[src/sv/kcm_pkg.sv]
// Shared types and constants of the k-means convergence measure.
package kcm_pkg;

  localparam int VAL_W      = 24;
  localparam int MAG_W      = 24;
  localparam int SQ_W       = 48;
  localparam int SUM_W      = 63;
  localparam int CHG_W      = 17;
  localparam int QUO_W      = 16;
  localparam int PASS_W     = 16;
  localparam int VL_W       = 6;
  localparam int CC_W       = 7;
  localparam int THR_W      = 41;
  localparam int CFG_IDX_W  = 2;
  localparam int FRAC_SHIFT = 24;

  localparam logic [SUM_W-1:0]  SUM_MAX         = {SUM_W{1'b1}};
  localparam logic [CHG_W-1:0]  ONE_Q16         = 17'h10000;
  localparam logic [PASS_W-1:0] EARLY_PASS_LAST = 16'd2;

  localparam int DIV_STEPS = 16;
  localparam int DIV_CNT_W = $clog2(DIV_STEPS);

  localparam logic [CFG_IDX_W-1:0] CFG_VECTOR_LENGTH    = 2'd0;
  localparam logic [CFG_IDX_W-1:0] CFG_CENTER_COUNT     = 2'd1;
  localparam logic [CFG_IDX_W-1:0] CFG_CENTER_THRESHOLD = 2'd2;

  localparam logic [VL_W-1:0]  VL_RESET  = 6'd16;
  localparam logic [CC_W-1:0]  CC_RESET  = 7'd64;
  localparam logic [THR_W-1:0] THR_RESET = 41'd16777216;

  localparam int Q_DEPTH = 2;
  localparam int Q_PTR_W = $clog2(Q_DEPTH);
  localparam int Q_CNT_W = $clog2(Q_DEPTH + 1);

  typedef struct packed {
    logic [SUM_W-1:0] cur;
    logic [SUM_W-1:0] prev;
    logic             early;
  } kcm_entry_t;

  typedef struct packed {
    logic       push;
    kcm_entry_t entry;
  } kcm_push_t;

  typedef enum logic [2:0] {
    BK_IDLE,
    BK_PREP,
    BK_CHECK,
    BK_DIV,
    BK_FIN
  } back_state_t;

endpackage

[src/sv/kcm_front.sv]
// Front part: takes coordinate words, squares and sums them, closes centres and passes.
module kcm_front #(
  parameter int MAX_VECTOR_LENGTH = 32,
  parameter int MAX_CENTERS       = 64,
  parameter int LEN_W             = $clog2(MAX_VECTOR_LENGTH + 1),
  parameter int CNT_W             = $clog2(MAX_CENTERS + 1)
) (
  input  logic                          clk,
  input  logic                          rst_n,
  input  logic                          in_valid,
  output logic                          in_stall,
  input  logic [kcm_pkg::VAL_W-1:0]     in_current_value,
  input  logic [kcm_pkg::VAL_W-1:0]     in_previous_value,
  input  logic [kcm_pkg::PASS_W-1:0]    in_pass_number,
  input  logic [LEN_W-1:0]              eff_len,
  input  logic [CNT_W-1:0]              eff_cnt,
  input  logic [kcm_pkg::THR_W-1:0]     threshold,
  output kcm_pkg::kcm_push_t            q_push,
  input  logic                          q_full
);
  import kcm_pkg::*;

  localparam int EW  = (MAX_VECTOR_LENGTH > 1) ? $clog2(MAX_VECTOR_LENGTH) : 1;
  localparam int CW  = (MAX_CENTERS > 1) ? $clog2(MAX_CENTERS) : 1;
  localparam int CSW = SQ_W + $clog2(MAX_VECTOR_LENGTH);

  logic [EW-1:0]    elem_r, elem_nxt;
  logic [CW-1:0]    cidx_r, cidx_nxt;
  logic             v1_r, v2_r, v3_r;
  logic [MAG_W-1:0] mag1_r;
  logic             le1_r, lc1_r, early1_r;
  logic [SQ_W-1:0]  sq2_r;
  logic             le2_r, lc2_r, early2_r;
  logic [CSW-1:0]   csum_r;
  logic [CSW-1:0]   dsum3_r;
  logic             lc3_r, early3_r;
  logic [SUM_W-1:0] pass_r, prev_pass_r;

  logic             adv, accept, last_e, last_c;
  logic [VAL_W:0]   diff, diff_neg;
  logic [MAG_W-1:0] mag;
  logic [CSW-1:0]   acc;
  logic [CSW-1:0]   add_val;
  logic [SUM_W:0]   psum_wide;
  logic [SUM_W-1:0] psum_new;

  always_comb begin
    adv      = !(v3_r && lc3_r && q_full);
    in_stall = !adv;
    accept   = in_valid && adv;

    diff     = {in_current_value[VAL_W-1], in_current_value}
             - {in_previous_value[VAL_W-1], in_previous_value};
    diff_neg = -diff;
    mag      = diff[VAL_W] ? diff_neg[MAG_W-1:0] : diff[MAG_W-1:0];

    last_e = (32'(elem_r) + 32'd1) >= 32'(eff_len);
    last_c = last_e && ((32'(cidx_r) + 32'd1) >= 32'(eff_cnt));

    elem_nxt = elem_r;
    cidx_nxt = cidx_r;
    if (accept) begin
      if (last_e) begin
        elem_nxt = '0;
        if (last_c) begin
          cidx_nxt = '0;
        end else begin
          cidx_nxt = cidx_r + 1'b1;
        end
      end else begin
        elem_nxt = elem_r + 1'b1;
      end
    end

    acc       = csum_r + CSW'(sq2_r);
    add_val   = ((SUM_W + 1)'(dsum3_r) > (SUM_W + 1)'(threshold)) ? dsum3_r : '0;
    psum_wide = {1'b0, pass_r} + (SUM_W + 1)'(add_val);
    psum_new  = psum_wide[SUM_W] ? SUM_MAX : psum_wide[SUM_W-1:0];

    q_push.push        = v3_r && lc3_r && adv;
    q_push.entry.cur   = psum_new;
    q_push.entry.prev  = prev_pass_r;
    q_push.entry.early = early3_r;
  end

  always_ff @(posedge clk) begin
    if (!rst_n) begin
      v1_r        <= 1'b0;
      v2_r        <= 1'b0;
      v3_r        <= 1'b0;
      elem_r      <= '0;
      cidx_r      <= '0;
      csum_r      <= '0;
      pass_r      <= '0;
      prev_pass_r <= '0;
    end else if (adv) begin
      v1_r   <= accept;
      v2_r   <= v1_r;
      v3_r   <= v2_r && le2_r;
      elem_r <= elem_nxt;
      cidx_r <= cidx_nxt;
      if (v2_r) begin
        csum_r <= le2_r ? '0 : acc;
      end
      if (v3_r) begin
        if (lc3_r) begin
          pass_r      <= '0;
          prev_pass_r <= psum_new;
        end else begin
          pass_r <= psum_new;
        end
      end
    end
  end

  always_ff @(posedge clk) begin
    if (adv) begin
      mag1_r   <= mag;
      le1_r    <= last_e;
      lc1_r    <= last_c;
      early1_r <= (in_pass_number <= EARLY_PASS_LAST);
      sq2_r    <= SQ_W'(mag1_r) * SQ_W'(mag1_r);
      le2_r    <= le1_r;
      lc2_r    <= lc1_r;
      early2_r <= early1_r;
      dsum3_r  <= acc;
      lc3_r    <= lc2_r;
      early3_r <= early2_r;
    end
  end

endmodule

[src/sv/kcm_queue.sv]
// Short queue of finished pass totals between the front and back parts.
module kcm_queue (
  input  logic                 clk,
  input  logic                 rst_n,
  input  kcm_pkg::kcm_push_t   wr,
  output logic                 full,
  input  logic                 pop,
  output logic                 empty,
  output kcm_pkg::kcm_entry_t  head
);
  import kcm_pkg::*;

  kcm_entry_t         mem_r [Q_DEPTH];
  logic [Q_PTR_W-1:0] wp_r, rp_r;
  logic [Q_CNT_W-1:0] count_r;

  always_comb begin
    full  = (count_r == Q_CNT_W'(Q_DEPTH));
    empty = (count_r == '0);
    head  = mem_r[rp_r];
  end

  always_ff @(posedge clk) begin
    if (!rst_n) begin
      wp_r    <= '0;
      rp_r    <= '0;
      count_r <= '0;
    end else begin
      if (wr.push) begin
        wp_r <= wp_r + 1'b1;
      end
      if (pop) begin
        rp_r <= rp_r + 1'b1;
      end
      if (wr.push && !pop) begin
        count_r <= count_r + 1'b1;
      end else if (pop && !wr.push) begin
        count_r <= count_r - 1'b1;
      end
    end
  end

  always_ff @(posedge clk) begin
    if (wr.push) begin
      mem_r[wp_r] <= wr.entry;
    end
  end

  a_no_push_full: assert property (@(posedge clk) disable iff (!rst_n)
    wr.push |-> !full) else $error("push into full queue");
  a_no_pop_empty: assert property (@(posedge clk) disable iff (!rst_n)
    pop |-> !empty) else $error("pop from empty queue");
  a_count_bound: assert property (@(posedge clk) disable iff (!rst_n)
    count_r <= Q_CNT_W'(Q_DEPTH)) else $error("queue count beyond depth");

endmodule

[src/sv/kcm_back.sv]
// Back part: turns a pass total into the normalised change and holds the result word.
module kcm_back (
  input  logic                       clk,
  input  logic                       rst_n,
  input  logic                       q_empty,
  input  kcm_pkg::kcm_entry_t        q_head,
  output logic                       q_pop,
  input  logic [kcm_pkg::SUM_W-1:0]  limit,
  output logic                       out_valid,
  input  logic                       out_stall,
  output logic [kcm_pkg::SUM_W-1:0]  out_convergence_sum,
  output logic [kcm_pkg::CHG_W-1:0]  out_normalized_change,
  output logic                       out_saturated
);
  import kcm_pkg::*;

  back_state_t          state_r, state_nxt;
  logic [SUM_W-1:0]     cur_r, cur_nxt;
  logic [SUM_W-1:0]     prev_r, prev_nxt;
  logic                 early_r, early_nxt;
  logic                 over_r, over_nxt;
  logic                 sat_r, sat_nxt;
  logic [SUM_W-1:0]     delta_r, delta_nxt;
  logic [SUM_W-1:0]     big_r, big_nxt;
  logic [SUM_W-1:0]     rem_r, rem_nxt;
  logic [QUO_W-1:0]     quo_r, quo_nxt;
  logic [DIV_CNT_W-1:0] cnt_r, cnt_nxt;
  logic [CHG_W-1:0]     chg_r, chg_nxt;
  logic                 out_valid_r, out_valid_nxt;
  logic [SUM_W-1:0]     out_sum_r;
  logic [CHG_W-1:0]     out_chg_r;
  logic                 out_sat_r;

  logic                 load, gt, step_bit;
  logic [SUM_W:0]       shifted;

  always_comb begin
    state_nxt = state_r;
    cur_nxt   = cur_r;
    prev_nxt  = prev_r;
    early_nxt = early_r;
    over_nxt  = over_r;
    sat_nxt   = sat_r;
    delta_nxt = delta_r;
    big_nxt   = big_r;
    rem_nxt   = rem_r;
    quo_nxt   = quo_r;
    cnt_nxt   = cnt_r;
    chg_nxt   = chg_r;
    q_pop     = 1'b0;
    load      = 1'b0;
    gt        = cur_r > prev_r;
    shifted   = {rem_r, 1'b0};
    step_bit  = shifted >= {1'b0, big_r};

    case (state_r)
      BK_IDLE: begin
        if (!q_empty) begin
          q_pop     = 1'b1;
          cur_nxt   = q_head.cur;
          prev_nxt  = q_head.prev;
          early_nxt = q_head.early;
          state_nxt = BK_PREP;
        end
      end
      BK_PREP: begin
        delta_nxt = gt ? (cur_r - prev_r) : (prev_r - cur_r);
        big_nxt   = gt ? cur_r : prev_r;
        over_nxt  = cur_r > limit;
        sat_nxt   = (cur_r == SUM_MAX);
        state_nxt = BK_CHECK;
      end
      BK_CHECK: begin
        if (early_r) begin
          chg_nxt   = ONE_Q16;
          state_nxt = BK_FIN;
        end else if (!over_r) begin
          chg_nxt   = '0;
          state_nxt = BK_FIN;
        end else if (delta_r >= big_r) begin
          chg_nxt   = ONE_Q16;
          state_nxt = BK_FIN;
        end else begin
          rem_nxt   = delta_r;
          quo_nxt   = '0;
          cnt_nxt   = '0;
          state_nxt = BK_DIV;
        end
      end
      BK_DIV: begin
        if (step_bit) begin
          rem_nxt = SUM_W'(shifted - {1'b0, big_r});
        end else begin
          rem_nxt = shifted[SUM_W-1:0];
        end
        quo_nxt = {quo_r[QUO_W-2:0], step_bit};
        cnt_nxt = cnt_r + 1'b1;
        if (cnt_r == DIV_CNT_W'(DIV_STEPS - 1)) begin
          chg_nxt   = CHG_W'(quo_nxt);
          state_nxt = BK_FIN;
        end
      end
      BK_FIN: begin
        if (!out_valid_r || !out_stall) begin
          load      = 1'b1;
          state_nxt = BK_IDLE;
        end
      end
      default: begin
        state_nxt = BK_IDLE;
      end
    endcase

    if (load) begin
      out_valid_nxt = 1'b1;
    end else if (out_valid_r && !out_stall) begin
      out_valid_nxt = 1'b0;
    end else begin
      out_valid_nxt = out_valid_r;
    end

    out_valid             = out_valid_r;
    out_convergence_sum   = out_sum_r;
    out_normalized_change = out_chg_r;
    out_saturated         = out_sat_r;
  end

  always_ff @(posedge clk) begin
    if (!rst_n) begin
      state_r     <= BK_IDLE;
      out_valid_r <= 1'b0;
    end else begin
      state_r     <= state_nxt;
      out_valid_r <= out_valid_nxt;
    end
  end

  always_ff @(posedge clk) begin
    cur_r   <= cur_nxt;
    prev_r  <= prev_nxt;
    early_r <= early_nxt;
    over_r  <= over_nxt;
    sat_r   <= sat_nxt;
    delta_r <= delta_nxt;
    big_r   <= big_nxt;
    rem_r   <= rem_nxt;
    quo_r   <= quo_nxt;
    cnt_r   <= cnt_nxt;
    chg_r   <= chg_nxt;
    if (load) begin
      out_sum_r <= cur_r;
      out_chg_r <= chg_r;
      out_sat_r <= sat_r;
    end
  end

  a_rem_below_divisor: assert property (@(posedge clk) disable iff (!rst_n)
    state_r == BK_DIV |-> rem_r < big_r) else $error("divider remainder not below divisor");
  a_change_bound: assert property (@(posedge clk) disable iff (!rst_n)
    state_r == BK_FIN |-> chg_r <= ONE_Q16) else $error("normalised change above one");
  a_div_only_when_needed: assert property (@(posedge clk) disable iff (!rst_n)
    state_r == BK_DIV |-> (over_r && !early_r)) else $error("division on a short-cut pass");

endmodule

[src/sv/kcm_convergence_measure_top.sv]
// Top level of the k-means convergence measure: configuration, front, queue and back.
//
//  channel | direction | handshake          | words
//  in      | input     | in_valid/in_stall   | current, previous coordinate, pass number
//  out     | output    | out_valid/out_stall | pass total, normalised change, saturated
//  cfg     | input     | cfg_wr_en           | register index and data
//
// One coordinate word is taken per cycle unless in_stall is high; the square and sum
// work is pipelined. The back part takes each finished pass in turn, with a
// shift-subtract divider where needed; a two-entry queue lets the front run on meanwhile.
// in_stall rises only while a finished pass waits for a free queue entry.
// Reset loads the register defaults and clears all sums; there is no clearing pass.
module kmeans_convergence_measure #(
  parameter int MAX_VECTOR_LENGTH = 32,
  parameter int MAX_CENTERS       = 64
) (
  input  logic                          clk,
  input  logic                          rst_n,
  input  logic                          in_valid,
  output logic                          in_stall,
  input  logic [kcm_pkg::VAL_W-1:0]     in_current_value,
  input  logic [kcm_pkg::VAL_W-1:0]     in_previous_value,
  input  logic [kcm_pkg::PASS_W-1:0]    in_pass_number,
  output logic                          out_valid,
  input  logic                          out_stall,
  output logic [kcm_pkg::SUM_W-1:0]     out_convergence_sum,
  output logic [kcm_pkg::CHG_W-1:0]     out_normalized_change,
  output logic                          out_saturated,
  input  logic                          cfg_wr_en,
  input  logic [kcm_pkg::CFG_IDX_W-1:0] cfg_index,
  input  logic [kcm_pkg::THR_W-1:0]     cfg_data
);
  import kcm_pkg::*;

  localparam int LEN_W = $clog2(MAX_VECTOR_LENGTH + 1);
  localparam int CNT_W = $clog2(MAX_CENTERS + 1);

  logic [VL_W-1:0]  vl_r;
  logic [CC_W-1:0]  cc_r;
  logic [THR_W-1:0] thr_r;
  logic [LEN_W-1:0] eff_len;
  logic [CNT_W-1:0] eff_cnt;
  logic [SUM_W-1:0] limit;

  kcm_push_t  q_push;
  kcm_entry_t q_head;
  logic       q_full, q_empty, q_pop;

  always_ff @(posedge clk) begin
    if (!rst_n) begin
      vl_r  <= VL_RESET;
      cc_r  <= CC_RESET;
      thr_r <= THR_RESET;
    end else if (cfg_wr_en) begin
      case (cfg_index)
        CFG_VECTOR_LENGTH:    vl_r  <= cfg_data[VL_W-1:0];
        CFG_CENTER_COUNT:     cc_r  <= cfg_data[CC_W-1:0];
        CFG_CENTER_THRESHOLD: thr_r <= cfg_data;
        default: ;
      endcase
    end
  end

  always_comb begin
    if (vl_r == '0) begin
      eff_len = LEN_W'(1);
    end else if (32'(vl_r) > MAX_VECTOR_LENGTH) begin
      eff_len = LEN_W'(MAX_VECTOR_LENGTH);
    end else begin
      eff_len = LEN_W'(vl_r);
    end
    if (cc_r == '0) begin
      eff_cnt = CNT_W'(1);
    end else if (32'(cc_r) > MAX_CENTERS) begin
      eff_cnt = CNT_W'(MAX_CENTERS);
    end else begin
      eff_cnt = CNT_W'(cc_r);
    end
    limit = SUM_W'(eff_cnt) << FRAC_SHIFT;
  end

  kcm_front #(
    .MAX_VECTOR_LENGTH (MAX_VECTOR_LENGTH),
    .MAX_CENTERS       (MAX_CENTERS)
  ) u_front (
    .clk               (clk),
    .rst_n             (rst_n),
    .in_valid          (in_valid),
    .in_stall          (in_stall),
    .in_current_value  (in_current_value),
    .in_previous_value (in_previous_value),
    .in_pass_number    (in_pass_number),
    .eff_len           (eff_len),
    .eff_cnt           (eff_cnt),
    .threshold         (thr_r),
    .q_push            (q_push),
    .q_full            (q_full)
  );

  kcm_queue u_queue (
    .clk   (clk),
    .rst_n (rst_n),
    .wr    (q_push),
    .full  (q_full),
    .pop   (q_pop),
    .empty (q_empty),
    .head  (q_head)
  );

  kcm_back u_back (
    .clk                   (clk),
    .rst_n                 (rst_n),
    .q_empty               (q_empty),
    .q_head                (q_head),
    .q_pop                 (q_pop),
    .limit                 (limit),
    .out_valid             (out_valid),
    .out_stall             (out_stall),
    .out_convergence_sum   (out_convergence_sum),
    .out_normalized_change (out_normalized_change),
    .out_saturated         (out_saturated)
  );

endmodule

[config.mk]
export PLATFORM = sky130hd
export DESIGN_NAME = kmeans_convergence_measure
export DESIGN_NICKNAME = d
export VERILOG_FILES = /design/src/sv/kcm_pkg.sv /design/src/sv/kcm_front.sv /design/src/sv/kcm_queue.sv /design/src/sv/kcm_back.sv /design/src/sv/kcm_convergence_measure_top.sv
export SDC_FILE = /design/constraint.sdc
export NUM_CORES = 2
export LEC_CHECK = 0
export BUFFER_PORTS_ARGS = -buffer_cell sky130_fd_sc_hd__buf_2
export CAP_MARGIN = 0
export CORE_ASPECT_RATIO = 1.2
export CORE_UTILIZATION = 45
export DETAILED_ROUTE_END_ITERATION = 12
export GPL_ROUTABILITY_DRIVEN = 0
export GPL_TIMING_DRIVEN = 1
export PLACE_DENSITY_LB_ADDON = 0.1
export RECOVER_POWER = 25
export SYNTH_ARGS = -nofsm -noshare
export SYNTH_HDL_FRONTEND = slang
export SYNTH_SLANG_ARGS = --single-unit
[constraint.sdc]
create_clock -name clk -period 11.4 [get_ports clk]
set_input_delay 2.28 -clock clk [delete_from_list [all_inputs] [get_ports clk]]
set_output_delay 2.28 -clock clk [all_outputs]
set_load 0.005 [all_outputs]
After elaboration in Yosys (flattened, before gate mapping)
Memories as Yosys holds them, arrays and structs flattened. A register that Yosys moved wholly into a read port is not among the register bits.
Cells that the tools add are included.
{"block": "classes", "addsub": 16, "mul": 1, "n_lt_le_gt_ge": 10, "eq_ne": 16, "muxes": 48, "bitwise": 2, "n_reduce_logical": 35}
{"op": "63-bit two-way mux", "count": 8}
{"op": "63-bit subtractor", "count": 3}
{"op": "63-bit case mux with 2 select lines", "count": 1}
{"op": "53-bit two-way mux", "count": 2}
{"op": "17-bit two-way mux", "count": 4}
{"op": "63-bit by 53-bit adder with 64-bit output", "count": 1}
{"op": "64-bit by 63-bit greater-or-equal comparator with 1-bit output", "count": 1}
{"op": "63-bit == test, second input constant", "count": 1}
{"op": "63-bit greater-or-equal comparator", "count": 1}
{"op": "63-bit by 31-bit > comparator with 1-bit output", "count": 1}
{"op": "63-bit > comparator", "count": 1}
{"op": "53-bit by 48-bit adder with 53-bit output", "count": 1}
{"op": "53-bit by 41-bit > comparator with 1-bit output", "count": 1}
{"op": "24-bit by 24-bit multiplier with 48-bit output", "count": 1}
{"op": "15-bit two-way mux", "count": 3}
{"op": "17-bit case mux with 2 select lines", "count": 1}
{"op": "32-bit by 6-bit greater-or-equal comparator with 1-bit output", "count": 1}
{"op": "32-bit by 7-bit greater-or-equal comparator with 1-bit output", "count": 1}
{"op": "15-bit case mux with 2 select lines", "count": 1}
{"op": "24-bit by 24-bit subtractor with 25-bit output", "count": 1}
{"op": "24-bit two-way mux", "count": 1}
{"op": "24-bit negator", "count": 1}
{"op": "3-bit two-way mux", "count": 6}
{"op": "6-bit two-way mux", "count": 3}
{"op": "other kinds (39)", "count": 82}
{"block": "totals", "regBits": 696, "mem_bits_rw": 254, "inputBits": 112, "output_inout_bits": 83, "elab_cells": 167, "mem_count": 1}
{"name": "u_queue.mem_r", "depth": 2, "word_bits": 127, "read_ports": 1, "rd_clocked_by_memory_dff": 1, "wr": 1, "line": "kcm_queue.sv:13", "text": "kcm_entry_t mem_r [Q_DEPTH];"}

Logic depth before layout (Yosys ltp)
{"block": "logic_depth", "ltp_word": 8, "ltp_mapped": 30, "ltp_nobuf": 29}

Cells and area by module
Synthesis repeated with hierarchy kept, for this count alone.
{"block": "unflattened", "hier_cells": 7788, "area_unflattened_um2": 77997.3}
{"module": "kcm_front", "instances": 1, "cells_per_inst": 4131, "area_per_inst_um2": 36825.3, "seq_area_each_um2": 7827.5}
{"module": "kcm_back", "instances": 1, "cells_per_inst": 2998, "area_per_inst_um2": 29419.5, "seq_area_each_um2": 13142.6}
{"module": "kcm_queue", "instances": 1, "cells_per_inst": 417, "area_per_inst_um2": 9489.1, "seq_area_each_um2": 7727.4}
{"module": "kmeans_convergence_measure", "instances": 1, "cells_per_inst": 242, "area_per_inst_um2": 2263.4, "seq_area_each_um2": 1081.0}

Least setup slack after synthesis
Ideal clock, no wire load.
{"block": "synth_path", "kind": "reg-to-reg", "from": "reg u_back.state_r[0]", "to": "reg u_back.big_r[0] (enable)", "setup_time_ns": 0.801, "arrival_ns": 9.755, "setup_slack_ns": 0.844, "stages_incl_launch_ff": 2, "n_path_buf": 0, "synth_period_minus_slack_ns": 10.556, "path_cell_list": "dfxtp_1 nor3b_1"}
{"block": "synth_via", "elab_chain_cells": 1}
{"element": "start: declaration", "line": "kcm_back.sv:17", "text": "back_state_t state_r, state_nxt;"}
{"element": "start signal: assignment", "line": "kcm_back.sv:133", "text": "state_r <= state_nxt;"}
{"element": "3-bit by 1-bit == test with 1-bit output", "line": "kcm_back.sv:56", "text": "case (state_r)"}
{"element": "end signal: assignment", "line": "kcm_back.sv:145", "text": "big_r <= big_nxt;"}
{"element": "end: declaration", "line": "kcm_back.sv:24", "text": "logic [SUM_W-1:0] big_r, big_nxt;"}
No other way between the ends.
A chain may end at the register's enable or synchronous reset.

Worst setup path in the final report
{"block": "layout_path", "from": "reg u_front.mag1_r[0]", "to": "reg u_front.sq2_r[45] (data pin)"}
{"block": "layout_via", "elab_chain_cells": 1}
{"element": "start: declaration", "line": "kcm_front.sv:30", "text": "logic [MAG_W-1:0] mag1_r;"}
{"element": "start signal: assignment", "line": "kcm_front.sv:118", "text": "mag1_r <= mag;"}
{"element": "24-bit by 24-bit multiplier with 48-bit output", "line": "kcm_front.sv:122", "text": "sq2_r <= SQ_W'(mag1_r) * SQ_W'(mag1_r);"}
{"element": "end signal: assignment", "line": "kcm_front.sv:122"}
{"element": "end: declaration", "line": "kcm_front.sv:32", "text": "logic [SQ_W-1:0] sq2_r;"}
No other way between the ends.

==> metrics.md <==
| Metric | Value |
|---|---|
| Status | finished, violations left |
| Failing checks | capacitance limit, slew limit |
| YS warnings | 0 |
| IO Pins | 195 |
| Mapped cell area | 75670 sq um |
| Port Buf Inserts | 194 |
| Unique masters post-synth | 94 |
| First-pass GRT wire length | 314.1 mm |
| Chip width | 376.3 microns |
| Setup crit start kind | flop |
| Vias in the first global route | 54740 |
| Final setup vio count | 0 |
| Hpwl dp | 157.8 mm |
| Largest net degree at the start of global routing | 144 |
| Post-synth EDFFs | 821 |
| CP max-delay cell | clkbuf_1 |
| Drt first pass iters | 6 |
| Initial Utilization | 45.41% |
| Layout cells sized above 1 | 7.902% |
| Crit path DAT | 9.49 ns |
| Clk pin slew, worst setup/hold paths | 0.06 ns |
| CTS root buffer | clkbuf_16 |
| Synth area leaders | edfxtp_1, fa_1, ha_1 |
| Detailed-route via count | 54030 |
| CP max stage delay | 0.95 ns |
| DR WL/cell | 20.47 microns |
| Post-cts resize count | 0 |
| Synth-to-Final Area Change | 9.377% |
| #FFs+latches synth | 1076 |
| Vias per cell | 5.431 |
| Post-route ant nets | 0 |
| DRC viols | 0 |
| Global route total overflow | 0 |
| # clock sinks | 1076 |
| Max-Cap Viols | 7 |
| Worst Path Required | 11.90 ns |
| CP Capture Type | flop |
| Crit path kind | reg -> reg |
| Final max-slew violation count | 317 |
| Core area | 166600 sq um |
| # fillers | 15460 |
| Seq/Total Area, Yosys | 39.33% |
| Clk_skew | 0.05694 ns |
| TNS Setup | 0 ns |
| Hold Path Class | reg -> reg |
| Area leader, netlist | edfxtp_1 |
| Die Ht | 451.2 microns |
| FFs w/ async S/R, synth | 0% |
| Post-synth net total | 8724 |
| Primary FF master, synth | edfxtp_1 |
| Number of post-CTS setup repair buffers | 0 |
| Worst slew pin tran | 3.969 ns |
| Nets@finish | 8774 |
| Slew HR | -164.6% |
| Clk_lat worst skew | 0.77 ns |
| GRT Total Usage | 23.84% |
| Total wire length | 203.6 mm |
| CTS Hold Buffers Added | 0 |
| DRT iter0 DRCs | 3082 |
| Clk buf depth | 3 |
| Area share of the largest cell type after synthesis | 32.58% |
| Final period util | 78.90% |
| Inserted Clock Buffers | 112 |
| Row cnt | 164 |
| RSZ-0062 raised after global routing | false |
| Maximum clock rate | 0.1112 GHz |
| Final-report hold violation count | 0 |
| Initial antenna violation count | 4 |
| Minimum clock period | 8.994 ns |
| Avg Inst Size Synth | 10.01 sq um |
| DIE AREA | 169800 sq um |
| H-tree levels | 3 |
| Gate Count Post-Synth | 7559 |
| Crit path max fanout | 25 |
| CTS tree | yes |
[flip-flops by register name (all words and copies together), names as in the netlist, 63 cells and up]
| signal | cells |
|---|---|
| u_front.prev_pass_r | 63 |
| u_queue.mem_r | 254 |
| u_back.big_r | 63 |
| u_front.pass_r | 63 |
| u_back.rem_r | 63 |
| u_back.out_convergence_sum | 63 |
| u_back.cur_r | 63 |
| u_back.delta_r | 63 |
| u_back.prev_r | 63 |
[cells by family (layout without fill, tap and decap cells)]
| family | count (synthesis) | in the layout | synth area share, % |
|---|---|---|---|
| and+or+nand+nor | 1922 | 1922 | 11.92 |
| AOI/OAI and AO/OA | 1726 | 1726 | 14.24 |
| buffers and inverters | 1275 | 1423 | 6.358 |
| DFF | 1076 | 1076 | 39.33 |
| adders and majority gates | 1053 | 1053 | 21.74 |
| xor gates and xnor gates | 319 | 319 | 3.692 |
| muxes | 188 | 188 | 2.715 |
| other | 0 | 1 | 0 |
[worst paths after layout]
path              slack [ns]                     startpoint                                        end  cells past startpoint
setup / recovery        2.41    u_front.mag1_r[0]$_DFFE_PN_                u_front.sq2_r[45]$_DFFE_PN_                     30
hold / removal          0.41  u_back.chg_r[7]$_SDFFCE_PP0P_  u_back.out_normalized_change[7]$_DFFE_PP_                      0
setup reg to reg        2.41    u_front.mag1_r[0]$_DFFE_PN_                u_front.sq2_r[45]$_DFFE_PN_                     30
hold reg to reg         0.41  u_back.chg_r[7]$_SDFFCE_PP0P_  u_back.out_normalized_change[7]$_DFFE_PP_                      0
[cell type report]
cell class / instances / area [sq um] / share of cell area (%)
tap: 2241 / 2804 / 3.388
antenna: 1 / 2.502 / 0.003024
clock buffer: 152 / 3167 / 3.826
multi-input combinational: 5208 / 41160 / 49.74
inverter: 956 / 3596 / 4.345
clock inverter: 60 / 868.3 / 1.049
sequential: 1076 / 29760 / 35.96
timing repair buffer: 255 / 1403 / 1.695
[synthesized netlist by cell type (138+ instances only)]
| cell type | number |
|---|---|
| mux2_2 | 138 |
| xnor2_1 | 203 |
| and2_1 | 186 |
| fa_1 | 436 |
| nor2_1 | 463 |
| dfxtp_1 | 255 |
| o21ai_0 | 407 |
| nand2_1 | 703 |
| a21o_1 | 232 |
| clkbuf_1 | 293 |
| inv_1 | 954 |
| ha_1 | 617 |
| a21oi_1 | 563 |
| edfxtp_1 | 821 |
[worst max-delay path: cells and delay by family (launching register included)]
kind | cells | cell delay [ns]
XOR/XNOR | 1 | 0.08
flip-flops | 1 | 0.33
AND/OR/NAND/NOR | 2 | 0.32
buffers and inverters | 9 | 1.52
AO/OA/AOI/OAI | 10 | 2.54
adder cells (fa/ha/maj) | 8 | 3.92
[per-stage QoR]
step / instance area (sq um) / instances / util (%) / hold slack, ns / worst slack [ns]
after detailed placement: 78790 / 9736 / 47.29 / 0.4045 / 2.577
after global routing: 82760 / 9949 / 49.67 / 0.4229 / 1.628
after CTS: 82830 / 9948 / 49.71 / 0.4137 / 2.516
final: 82760 / 9949 / 49.67 / 0.4109 / 2.406
after floorplan: 75670 / 7559 / - / 0.4003 / 0.8438
after global placement: 78790 / 9736 / 47.29 / 0.4025 / 2.574
[layout by cell type (no fill, tap or decap), types with 48 or more instances in the layout]
cell         n
a211oi_1    62
a21o_1     232
a21oi_1    562
a22oi_1     52
a31oi_1     49
and2_1     184
and3_1      63
buf_2      193
buf_4       50
clkbuf_16  115
dfxtp_1    255
edfxtp_1   821
fa_1       436
ha_1       617
inv_1      953
mux2_2     123
mux2i_1     50
nand2_1    702
nand2b_1    48
nand3_1     96
nand4_1    107
nor2_1     460
nor2b_1     59
nor3_1      72
o21a_1      56
o21ai_0    406
o21bai_1    69
xnor2_1    203
xor2_1     116
[metal layers]
layer	vias up	wire [microns]	global-route usage (%)
li1	26280	-	-
met1	26360	84020	28.92
met2	1065	104000	42.82
met3	324	6566	2.186
met4	0	9085	10.41
met5	-	0	0
Power is left out: the tool's default activity adds up to more than one toggle a clock period on the data nets, which glitch-free logic cannot reach.
